`src/hdl/assert_macros.svh`:
```
// assertion macros shared by the sequencer rtl
`ifndef ASSERT_MACROS_SVH
`define ASSERT_MACROS_SVH
`ifndef SYNTHESIS
`define ASSERT_IMPLY(lbl, clk, rst_n, ante, cons) \
	lbl: assert property (@(posedge clk) disable iff (!rst_n) (ante) |-> (cons)) \
		else $error("assertion failed");
`define ASSERT_NEXT(lbl, clk, rst_n, ante, cons) \
	lbl: assert property (@(posedge clk) disable iff (!rst_n) (ante) |=> (cons)) \
		else $error("assertion failed");
`else
`define ASSERT_IMPLY(lbl, clk, rst_n, ante, cons)
`define ASSERT_NEXT(lbl, clk, rst_n, ante, cons)
`endif
`endif

```
`src/hdl/i2cmts_pkg.sv`:
```
// types and constants of the i2c master transaction sequencer
package i2cmts_pkg;

	localparam logic [1:0] OP_START  = 2'd0;
	localparam logic [1:0] OP_STATUS = 2'd1;
	localparam logic [1:0] OP_TICK   = 2'd2;

	localparam logic [7:0] ST_START      = 8'h08;
	localparam logic [7:0] ST_RESTART    = 8'h10;
	localparam logic [7:0] ST_SLAW_ACK   = 8'h18;
	localparam logic [7:0] ST_SLAW_NACK  = 8'h20;
	localparam logic [7:0] ST_DATA_ACK   = 8'h28;
	localparam logic [7:0] ST_DATA_NACK  = 8'h30;
	localparam logic [7:0] ST_ARB_LOST   = 8'h38;
	localparam logic [7:0] ST_SLAR_ACK   = 8'h40;
	localparam logic [7:0] ST_SLAR_NACK  = 8'h48;
	localparam logic [7:0] ST_RX_ACK     = 8'h50;
	localparam logic [7:0] ST_RX_NACK    = 8'h58;

	localparam logic [1:0] START_NONE = 2'd0;
	localparam logic [1:0] START_SET  = 2'd1;
	localparam logic [1:0] START_CLR  = 2'd2;

	localparam logic [1:0] ACK_NONE = 2'd0;
	localparam logic [1:0] ACK_EN   = 2'd1;
	localparam logic [1:0] ACK_DIS  = 2'd2;

	localparam logic [1:0] OUTCOME_NONE    = 2'd0;
	localparam logic [1:0] OUTCOME_OK      = 2'd1;
	localparam logic [1:0] OUTCOME_ERROR   = 2'd2;
	localparam logic [1:0] OUTCOME_TIMEOUT = 2'd3;

	localparam int CFG_IDX_W  = 3;
	localparam int CFG_DATA_W = 32;

	localparam logic [CFG_IDX_W-1:0] CFG_SLAVE    = 3'd0;
	localparam logic [CFG_IDX_W-1:0] CFG_DIR      = 3'd1;
	localparam logic [CFG_IDX_W-1:0] CFG_COUNT    = 3'd2;
	localparam logic [CFG_IDX_W-1:0] CFG_MEMADDR  = 3'd3;
	localparam logic [CFG_IDX_W-1:0] CFG_TIMEOUT  = 3'd4;
	localparam logic [CFG_IDX_W-1:0] CFG_POLL     = 3'd5;

	localparam logic [6:0]  SLAVE_RST   = 7'd0;
	localparam logic        DIR_RST     = 1'b0;
	localparam logic [7:0]  COUNT_RST   = 8'd1;
	localparam logic [7:0]  MEMADDR_RST = 8'd0;
	localparam logic [31:0] TIMEOUT_RST = 32'd1000;
	localparam logic [16:0] POLL_RST    = 17'h0ffff;

	typedef struct packed {
		logic [6:0]  slave_address;
		logic        direction;
		logic [7:0]  byte_count;
		logic [7:0]  memory_address;
		logic [31:0] read_timeout;
		logic [16:0] poll_limit;
	} cfg_t;

	typedef struct packed {
		logic [1:0] operation;
		logic [7:0] status_code;
		logic [7:0] rx_byte;
		logic [7:0] tx_byte;
	} item_t;

	typedef struct packed {
		logic [1:0] start_control;
		logic       stop_set;
		logic [1:0] ack_control;
		logic       send_valid;
		logic [7:0] send_byte;
		logic       rx_valid;
		logic [7:0] rx_data;
		logic [7:0] byte_index;
		logic [1:0] outcome;
	} result_t;

	typedef struct packed {
		logic        busy;
		logic [7:0]  bytes_done;
		logic [16:0] idle_ticks;
		logic [31:0] elapsed_ticks;
	} seq_state_t;

endpackage

```
`src/hdl/i2cmts_if.sv`:
```
// valid/ready channels for input items and results
interface i2cmts_item_if;
	logic       valid;
	logic       ready;
	logic [1:0] operation;
	logic [7:0] status_code;
	logic [7:0] rx_byte;
	logic [7:0] tx_byte;

	modport source (output valid, operation, status_code, rx_byte, tx_byte, input ready);
	modport sink (input valid, operation, status_code, rx_byte, tx_byte, output ready);
endinterface

interface i2cmts_result_if;
	logic       valid;
	logic       ready;
	logic [1:0] start_control;
	logic       stop_set;
	logic [1:0] ack_control;
	logic       send_valid;
	logic [7:0] send_byte;
	logic       rx_valid;
	logic [7:0] rx_data;
	logic [7:0] byte_index;
	logic [1:0] outcome;

	modport source (output valid, start_control, stop_set, ack_control, send_valid,
		send_byte, rx_valid, rx_data, byte_index, outcome, input ready);
	modport sink (input valid, start_control, stop_set, ack_control, send_valid,
		send_byte, rx_valid, rx_data, byte_index, outcome, output ready);
endinterface

```
`src/hdl/i2cmts_step.sv`:
```
// status code decode and tick counting for one beat
module i2cmts_step import i2cmts_pkg::*; (
	input  cfg_t       cfg,
	input  seq_state_t st,
	input  item_t      it,
	output seq_state_t st_nxt,
	output result_t    res
);

	logic [7:0] n_bytes;
	logic [7:0] bd_inc;

	assign n_bytes = (cfg.byte_count == 8'd0) ? 8'd1 : cfg.byte_count;
	assign bd_inc  = st.bytes_done + 8'd1;

	always_comb begin
		st_nxt = st;
		res    = '0;
		unique case (it.operation)
			OP_START: begin
				st_nxt.busy          = 1'b1;
				st_nxt.bytes_done    = '0;
				st_nxt.idle_ticks    = '0;
				st_nxt.elapsed_ticks = '0;
				res.start_control    = START_SET;
			end
			OP_STATUS: begin
				if (st.busy) begin
					st_nxt.idle_ticks = '0;
					if (cfg.direction) begin
						unique case (it.status_code)
							ST_START: begin
								res.start_control = START_CLR;
								res.send_valid    = 1'b1;
								res.send_byte     = {cfg.slave_address, 1'b0};
							end
							ST_SLAW_ACK: begin
								res.send_valid = 1'b1;
								res.send_byte  = cfg.memory_address;
							end
							ST_DATA_ACK: begin
								res.start_control = START_SET;
							end
							ST_RESTART: begin
								res.start_control = START_CLR;
								res.send_valid    = 1'b1;
								res.send_byte     = {cfg.slave_address, 1'b1};
							end
							ST_SLAR_ACK: begin
								res.ack_control = (n_bytes > 8'd1) ? ACK_EN : ACK_DIS;
							end
							ST_RX_ACK, ST_RX_NACK: begin
								res.rx_valid      = 1'b1;
								res.rx_data       = it.rx_byte;
								res.byte_index    = st.bytes_done;
								st_nxt.bytes_done = bd_inc;
								if (it.status_code == ST_RX_NACK) begin
									res.stop_set = 1'b1;
								end else if ({1'b0, bd_inc} + 9'd1 == {1'b0, n_bytes}) begin
									res.ack_control = ACK_DIS;
								end
								if (bd_inc >= n_bytes) begin
									res.stop_set = 1'b1;
									res.outcome  = OUTCOME_OK;
									st_nxt.busy  = 1'b0;
								end
							end
							ST_SLAR_NACK: begin
								res.stop_set      = 1'b1;
								res.start_control = START_SET;
							end
							default: begin
								res.start_control = START_SET;
							end
						endcase
					end else begin
						unique case (it.status_code)
							ST_START: begin
								res.start_control = START_CLR;
								res.send_valid    = 1'b1;
								res.send_byte     = {cfg.slave_address, 1'b0};
							end
							ST_SLAW_ACK, ST_DATA_ACK: begin
								if (st.bytes_done >= n_bytes) begin
									res.stop_set = 1'b1;
									res.outcome  = OUTCOME_OK;
									st_nxt.busy  = 1'b0;
								end else begin
									res.send_valid    = 1'b1;
									res.send_byte     = it.tx_byte;
									res.byte_index    = st.bytes_done;
									st_nxt.bytes_done = bd_inc;
								end
							end
							ST_SLAW_NACK, ST_ARB_LOST: begin
								res.start_control = START_SET;
							end
							ST_DATA_NACK: begin
								res.stop_set = 1'b1;
							end
							default: begin
							end
						endcase
					end
				end
			end
			OP_TICK: begin
				if (st.busy) begin
					if (st.idle_ticks >= cfg.poll_limit) begin
						st_nxt.busy = 1'b0;
						res.outcome = OUTCOME_ERROR;
					end else begin
						st_nxt.idle_ticks = st.idle_ticks + 17'd1;
						if (cfg.direction) begin
							if (st.elapsed_ticks >= cfg.read_timeout) begin
								st_nxt.busy = 1'b0;
								res.outcome = OUTCOME_TIMEOUT;
							end else begin
								st_nxt.elapsed_ticks = st.elapsed_ticks + 32'd1;
							end
						end
					end
				end
			end
			default: begin
			end
		endcase
	end

endmodule

```
`src/hdl/i2c_master_transaction_sequencer_core.sv`:
```
// top level of the i2c master transaction sequencer
// path: an accepted item is held in the input register, and its result then in the result register
// throughput: one item per cycle while result.ready holds; the whole decision sits between the input
// register and the result register, with state updated as the result is loaded
// reset: arst_n clears the pipeline and the transaction state and restores the
// configuration registers to their defaults
`include "assert_macros.svh"
module i2c_master_transaction_sequencer_core import i2cmts_pkg::*; (
	input  logic                  clk,
	input  logic                  arst_n,
	input  logic                  cfg_wr_en,
	input  logic [CFG_IDX_W-1:0]  cfg_index,
	input  logic [CFG_DATA_W-1:0] cfg_wdata,
	i2cmts_item_if.sink           item,
	i2cmts_result_if.source       result
);

	cfg_t       cfg_q;
	seq_state_t state_q;
	seq_state_t state_nxt;
	item_t      item_s1;
	logic       v1_s1;
	result_t    res_comb;
	result_t    res_s2;
	logic       v2_s2;
	logic       advance;

	// configuration registers
	always_ff @(posedge clk or negedge arst_n) begin
		if (!arst_n) begin
			cfg_q.slave_address  <= SLAVE_RST;
			cfg_q.direction      <= DIR_RST;
			cfg_q.byte_count     <= COUNT_RST;
			cfg_q.memory_address <= MEMADDR_RST;
			cfg_q.read_timeout   <= TIMEOUT_RST;
			cfg_q.poll_limit     <= POLL_RST;
		end else if (cfg_wr_en) begin
			unique case (cfg_index)
				CFG_SLAVE:   cfg_q.slave_address  <= cfg_wdata[6:0];
				CFG_DIR:     cfg_q.direction      <= cfg_wdata[0];
				CFG_COUNT:   cfg_q.byte_count     <= cfg_wdata[7:0];
				CFG_MEMADDR: cfg_q.memory_address <= cfg_wdata[7:0];
				CFG_TIMEOUT: cfg_q.read_timeout   <= cfg_wdata[31:0];
				CFG_POLL:    cfg_q.poll_limit     <= cfg_wdata[16:0];
				default: begin
				end
			endcase
		end
	end

	assign advance    = !v2_s2 || result.ready;
	assign item.ready = !v1_s1 || advance;

	// pipeline control and transaction state
	always_ff @(posedge clk or negedge arst_n) begin
		if (!arst_n) begin
			v1_s1   <= 1'b0;
			v2_s2   <= 1'b0;
			state_q <= '0;
		end else begin
			if (item.ready) begin
				v1_s1 <= item.valid;
			end
			if (advance) begin
				v2_s2 <= v1_s1;
				if (v1_s1) begin
					state_q <= state_nxt;
				end
			end
		end
	end

	// payload registers
	always_ff @(posedge clk) begin
		if (item.valid && item.ready) begin
			item_s1.operation   <= item.operation;
			item_s1.status_code <= item.status_code;
			item_s1.rx_byte     <= item.rx_byte;
			item_s1.tx_byte     <= item.tx_byte;
		end
		if (advance && v1_s1) begin
			res_s2 <= res_comb;
		end
	end

	i2cmts_step u_step (
		.cfg    (cfg_q),
		.st     (state_q),
		.it     (item_s1),
		.st_nxt (state_nxt),
		.res    (res_comb)
	);

	assign result.valid         = v2_s2;
	assign result.start_control = res_s2.start_control;
	assign result.stop_set      = res_s2.stop_set;
	assign result.ack_control   = res_s2.ack_control;
	assign result.send_valid    = res_s2.send_valid;
	assign result.send_byte     = res_s2.send_byte;
	assign result.rx_valid      = res_s2.rx_valid;
	assign result.rx_data       = res_s2.rx_data;
	assign result.byte_index    = res_s2.byte_index;
	assign result.outcome       = res_s2.outcome;

	// a finished transaction leaves the sequencer idle
	`ASSERT_IMPLY(a_end_idle, clk, arst_n, v2_s2 && (res_s2.outcome != OUTCOME_NONE), !state_q.busy)
	// a beat never both sends and hands back a byte
	`ASSERT_IMPLY(a_send_rx_excl, clk, arst_n, v2_s2, !(res_s2.send_valid && res_s2.rx_valid))
	// state only moves when a beat enters the result register
	`ASSERT_NEXT(a_state_hold, clk, arst_n, !(advance && v1_s1), $stable(state_q))
	// an accepted beat always lands in the input register
	`ASSERT_NEXT(a_accept_load, clk, arst_n, item.valid && item.ready, v1_s1)

endmodule
```
`src/flat_wrapper.sv`:
```
// flat-port wrapper written by rule: the top's interface ports become plain ports
module i2c_master_transaction_sequencer_core_flat import i2cmts_pkg::*;
  (clk, arst_n, cfg_wr_en, cfg_index, cfg_wdata, item_valid, item_operation, item_status_code, item_rx_byte, item_tx_byte, item_ready, result_valid, result_start_control, result_stop_set, result_ack_control, result_send_valid, result_send_byte, result_rx_valid, result_rx_data, result_byte_index, result_outcome, result_ready);
  i2cmts_item_if item_i ();
  i2cmts_result_if result_i ();
  input  logic clk;
  input  logic arst_n;
  input  logic cfg_wr_en;
  input  logic [CFG_IDX_W-1:0] cfg_index;
  input  logic [CFG_DATA_W-1:0] cfg_wdata;
  input wire logic [$bits(item_i.valid)-1:0] item_valid;
  input wire logic [$bits(item_i.operation)-1:0] item_operation;
  input wire logic [$bits(item_i.status_code)-1:0] item_status_code;
  input wire logic [$bits(item_i.rx_byte)-1:0] item_rx_byte;
  input wire logic [$bits(item_i.tx_byte)-1:0] item_tx_byte;
  output wire logic [$bits(item_i.ready)-1:0] item_ready;
  output wire logic [$bits(result_i.valid)-1:0] result_valid;
  output wire logic [$bits(result_i.start_control)-1:0] result_start_control;
  output wire logic [$bits(result_i.stop_set)-1:0] result_stop_set;
  output wire logic [$bits(result_i.ack_control)-1:0] result_ack_control;
  output wire logic [$bits(result_i.send_valid)-1:0] result_send_valid;
  output wire logic [$bits(result_i.send_byte)-1:0] result_send_byte;
  output wire logic [$bits(result_i.rx_valid)-1:0] result_rx_valid;
  output wire logic [$bits(result_i.rx_data)-1:0] result_rx_data;
  output wire logic [$bits(result_i.byte_index)-1:0] result_byte_index;
  output wire logic [$bits(result_i.outcome)-1:0] result_outcome;
  input wire logic [$bits(result_i.ready)-1:0] result_ready;
  assign item_i.valid = item_valid;
  assign item_i.operation = item_operation;
  assign item_i.status_code = item_status_code;
  assign item_i.rx_byte = item_rx_byte;
  assign item_i.tx_byte = item_tx_byte;
  assign item_ready = item_i.ready;
  assign result_valid = result_i.valid;
  assign result_start_control = result_i.start_control;
  assign result_stop_set = result_i.stop_set;
  assign result_ack_control = result_i.ack_control;
  assign result_send_valid = result_i.send_valid;
  assign result_send_byte = result_i.send_byte;
  assign result_rx_valid = result_i.rx_valid;
  assign result_rx_data = result_i.rx_data;
  assign result_byte_index = result_i.byte_index;
  assign result_outcome = result_i.outcome;
  assign result_i.ready = result_ready;
  i2c_master_transaction_sequencer_core u_core (.clk(clk), .arst_n(arst_n), .cfg_wr_en(cfg_wr_en), .cfg_index(cfg_index), .cfg_wdata(cfg_wdata), .item(item_i), .result(result_i));
endmodule
```
`config.mk`:
```
export PLATFORM = sky130hd
export DESIGN_NAME = i2c_master_transaction_sequencer_core_flat
export DESIGN_NICKNAME = d
export VERILOG_FILES = /design/src/hdl/i2cmts_pkg.sv /design/src/hdl/i2cmts_if.sv /design/src/hdl/i2cmts_step.sv /design/src/hdl/i2c_master_transaction_sequencer_core.sv /design/src/flat_wrapper.sv
export VERILOG_INCLUDE_DIRS = /design/src /design/src/hdl
export SDC_FILE = /design/constraint.sdc
export NUM_CORES = 1
export LEC_CHECK = 0
export BUFFER_PORTS_ARGS = -buffer_cell sky130_fd_sc_hd__buf_4
export CORE_MARGIN = 4
export CORE_UTILIZATION = 35
export CTS_CLUSTER_DIAMETER = 120
export DETAILED_ROUTE_END_ITERATION = 16
export GPL_ROUTABILITY_DRIVEN = 1
export PLACE_DENSITY = 0.62
export SYNTH_ARGS = -nofsm -noshare
export SYNTH_HDL_FRONTEND = slang
export SYNTH_HIERARCHICAL = 1
export SYNTH_SLANG_ARGS = --single-unit
```
`constraint.sdc`:
```
create_clock -name clk -period 9.3 [get_ports clk]
set_clock_uncertainty 0.2 [all_clocks]
set_input_delay 2.79 -clock clk [delete_from_list [all_inputs] [get_ports clk]]
set_output_delay 2.79 -clock clk [all_outputs]
set_load 0.02 [all_outputs]
```
After elaboration in Yosys (flattened, before gate mapping)
Cells that the tools add are included.
- output and inout port bits: 35
- flip-flop bits (word level): 192
- input bits: 66
- $add $sub $neg: 4
- mux-type cells: 51
- order comparisons: 5
- reduce and logical (&&, ||, !) cells: 30
- equal/unequal tests: 27
- operator list (operator ; number):
    $mux 49 ; 2
    $mux 32 ; 2
    $pmux 32 s2 ; 1
    $mux 9 ; 6
    $pmux 17 s3 ; 1
    $mux 33 ; 1
    $add 32x1->32 const B ; 1
    $eq 8x6->1 const B ; 4
    $eq 8x7->1 const B ; 4
    $ge 32x32->1 ; 1
    $pmux 9 s3 ; 1
    $mux 26 ; 1
    $mux 8 ; 3
    $mux 10 ; 2
    $pmux 2 s2 ; 5
    $mux 19 ; 1
    $pmux 9 s2 ; 1
    $add 17x1->17 const B ; 1
    $ge 17x17->1 ; 1
    $eq 8x5->1 const B ; 2
    $ge 8x8->1 ; 2
    $mux 2 ; 8
    $pmux 8 s2 ; 1
    $reduce_and 2->1 ; 7
    33 further kinds ; 58

Longest topological paths before layout
- depth in word-level cells: 9
- mapped depth: 15
- mapped depth without buffers: 15

Modules after synthesis
Netlist, hierarchy kept.
- by module, submodules not included (module ; times used ; cells each ; seq. area each (um^2) ; area each (um^2)):
    i2c_master_transaction_sequencer_core ; 1 ; 349 ; 5128.7 ; 6850.3
    i2cmts_step ; 1 ; 674 ; 0.0 ; 4404.2

Least setup slack after synthesis
No wires, ideal clock.
- path type: input to output
- start point: input port result_ready
- end point: output port item_ready
- cell stages on the path: 1
- arrival: 3.068 ns
- buffers on the path: 0
- slack: 3.242 ns
- required time: 6.310 ns
- cell sequence: nand3b_1
- cells in the longest elaborated chain, start to end: 2
- ends and longest elaborated chain (element ; RTL line ; text):
    start: declaration ; flat_wrapper.sv:27 ; input wire logic [$bits(result_i.ready)-1:0] result_ready;
    $logic_or 1x1->1 ; i2c_master_transaction_sequencer_core.sv:51 ; assign advance = !v2_s2 || result.ready;
    $logic_or 1x1->1 ; i2c_master_transaction_sequencer_core.sv:52 ; assign item.ready = !v1_s1 || advance;
    end: declaration ; flat_wrapper.sv:16 ; output wire logic [$bits(item_i.ready)-1:0] item_ready;
Every way passes these cells.

Final worst setup path
Ends and elaborated chain as after synthesis.

==> impl_metrics.ini <==
[status]
status = completed

[global_route]
grt_pass1_vias = 7802
grt_pass1_wl_um = 40540
grt_max_degree = 89
grt_remaining_overflow = 0
antenna_found_initial = 0
grt_util_all_layers_pct = 14.03

[yosys]
synth_area_mm2 = 0.01125
ys_seq_elements = 192
synth.most_common_cell = mux2_2
synth_ff_type = dfrtp_1
synth_area_leaders = dfrtp_1 24%, edfxtp_1 16%, mux2_2 13%
yosysUniqueCellTypes = 75
syn_nets = 1164
async_flop_share_pct = 69.27
yosysTopAreaCellShare_pct = 24.46
yosys.area.top_type = dfrtp_1
synth_edf_count = 59
syn_area_per_cell_um2 = 11.00
yosysSeqAreaShare_pct = 45.57
yosysWarnings = 6
netlist_instances = 1023
synth_common_cells = 129 x mux2_2, 110 x dfrtp_1, 96 x nand2_1

[setup_path]
timing.rr.end = u_core/state_q[54]
start_kind = input port
crit_chain = buf_4 -> nand3b_1 -> buf_4
crit_path_start = result_ready
cp_max_fo = 3
cp_common_cell = buf_4
crit_arrival_ns = 3.28
worstSetupPathType = in -> out
rrSetupSlack_ns = 5.62
cpPeakStageDelay_ns = 0.20
slowest_stage = nand3b_1
rr_worst_depth = 13
rr_startpoint = u_core/cfg_q[63]
cp-end-kind = primary output
worstPathRequired_ns = 6.31

[timing]
tightest_slew_ns = 0.9087
setup_viol = 0
drv_slew = 0
hold_viol_final = 0
clock.fmax_mhz = 159.4
rsz0062_at_grt = no
hold_slack_ns = 0.2900
fin_crit_sh_pct = 67.45
setup_tns_ns = 0
max_slew_margin_pct = 39.15
fin_crit_ns = 6.273

[place]
port_buffers = 100
detailed_place_hpwl_um = 17460
gp_congestion = 0.8025

[die]
start_util_pct = 35.57
core.rowCount = 65
ioPinCount = 101
dieArea_mm2 = 0.03509
die_w_um = 187.3
die_h_um = 187.3
design.core.area_mm2 = 0.03164

[job]
drv_cap = 0

[drt]
finalWirelength_um = 24580
drcViolationCount = 0
dr.pass1.iters = 6
avgRoutedWirePerCell_um = 16.12
via_per_inst = 5.202
drt-initial-drc-count = 478
final_antenna_net_count = 0
vias = 7933

[finish]
fin_nets = 1251
drive_gt1_share_pct = 27.87
n_antenna_cell = 0
num-fill-cells = 3009
syn_to_final_growth_pct = 15.01

[clock_tree]
cts.reportedPaths.clkPinSlew_ns = 0.08
postCtsSetupRepairBufs = 0
cts_resized = 0
cts_buffers = 17
clock_latency_ns = 0.44
cts_hold_buf = 0
cts_max_path_buffers = 2
htreeDepth = 4
clock-sinks = 192
root_buffer = clkbuf_16
cts_tree = built

[worst_hold_path]
whs_endpoint = u_core/cfg_q[47]
hp-class = reg -> reg
holdCritStartpoint = u_core/cfg_q[47]
hold_depth = 1

[power_and_ir_drop]
peakVddDrop_mv = 0.1356
p_leak_uw = 0.005929
powerDensity_mw_per_mm2 = 167.6
-- how the worst max path moves through the flow --
stage,to,slack [ns],depth (start not counted)
floorplan,item_ready,3.24,1
global placement,item_ready,3.00,3
detailed placement,item_ready,3.01,3
CTS,item_ready,3.01,3
global route,item_ready,2.98,3
finish,item_ready,3.03,3
-- layer usage --
metal / GRT usage [%] / up-vias / routed length (um)
met2: 23.22 / 126 / 12000
li1: - / 3870 / -
met1: 18.96 / 3923 / 11410
met3: 2.818 / 14 / 915
met5: 0 / - / 0
met4: 3.498 / 0 / 250
-- final cells by class --
cell class / instances / area, um2 / area share (%)
Inverter: 80 / 300.3 / 2.320
Clock buffer: 17 / 425.4 / 3.287
Multi-Input combinational cell: 712 / 5592 / 43.20
Timing Repair Buffer: 107 / 807.0 / 6.235
Tap cell: 402 / 503.0 / 3.886
Sequential cell: 192 / 5129 / 39.62
Clock inverter: 15 / 187.7 / 1.450
-- registers in the layout, summed over array words and instances, names as in the netlist, 2 cells and up --
register and count:
u_core/cfg_q 73, u_core/result.send_byte 8, u_core/result.start_control 2, u_core/state_q 58, u_core/result.outcome 2, u_core/result.byte_index 8
u_core/result.ack_control 2, u_core/result.rx_data 8, u_core/item_s1 26
-- kinds of logic (layout without fill, tap and decap cells) --
group / Yosys count / count (layout) / synth area share (%)
fa+ha+maj: 75 / 75 / 8.338
xor+xnor: 19 / 19 / 1.601
compound gates: 150 / 150 / 8.939
mux: 169 / 169 / 16.51
simple gates: 299 / 299 / 14.27
flops: 192 / 192 / 45.57
buf+inv: 119 / 219 / 4.769
-- critical path: cells and delay by family --
kind,cells,cell delay [ns]
buf+inv,2,0.30
simple gates,1,0.20
-- cell usage in the layout (no fill, tap or decap), types with 5 or more instances in the layout --
cell	instances
and4_1	10
mux2_2	129
xnor2_1	13
nor3_1	13
a31oi_1	9
nand2b_1	10
nor2_1	39
o211ai_1	7
a211oi_1	6
nand3_1	27
a21oi_1	42
nor2b_1	8
dfstp_2	23
o21ai_0	39
and2_1	25
inv_1	80
clkinv_8	6
nand2_1	95
clkbuf_16	17
xor2_1	5
ha_1	75
dfrtp_1	110
a21o_1	8
mux2i_1	36
buf_4	106
a222oi_1	8
nand4_1	24
and3_1	16
edfxtp_1	59
-- power by group --
group / leakage, uW / internal, uW / total [uW] / switching (uW)
Sequential: 0.00225 / 982 / 1050 / 69.6
Combinational: 0.00338 / 177 / 375 / 198
Clock: 0.000298 / 367 / 743 / 376
-- through the flow --
stage / total power (uW) / cell area [um2] / utilization [%] / worst slack, ns / cells
after floorplan: 1316 / 11250 / - / 3.242 / 1023
after global placement: 1433 / 12330 / 38.98 / 3.002 / 1493
after detailed placement: 1447 / 12330 / 38.98 / 3.007 / 1493
after CTS: 2201 / 12940 / 40.91 / 3.007 / 1525
after global routing: 2291 / 12940 / 40.91 / 2.979 / 1525
final: 2170 / 12940 / 40.91 / 3.027 / 1525
(Power assumes the default switching activity.)
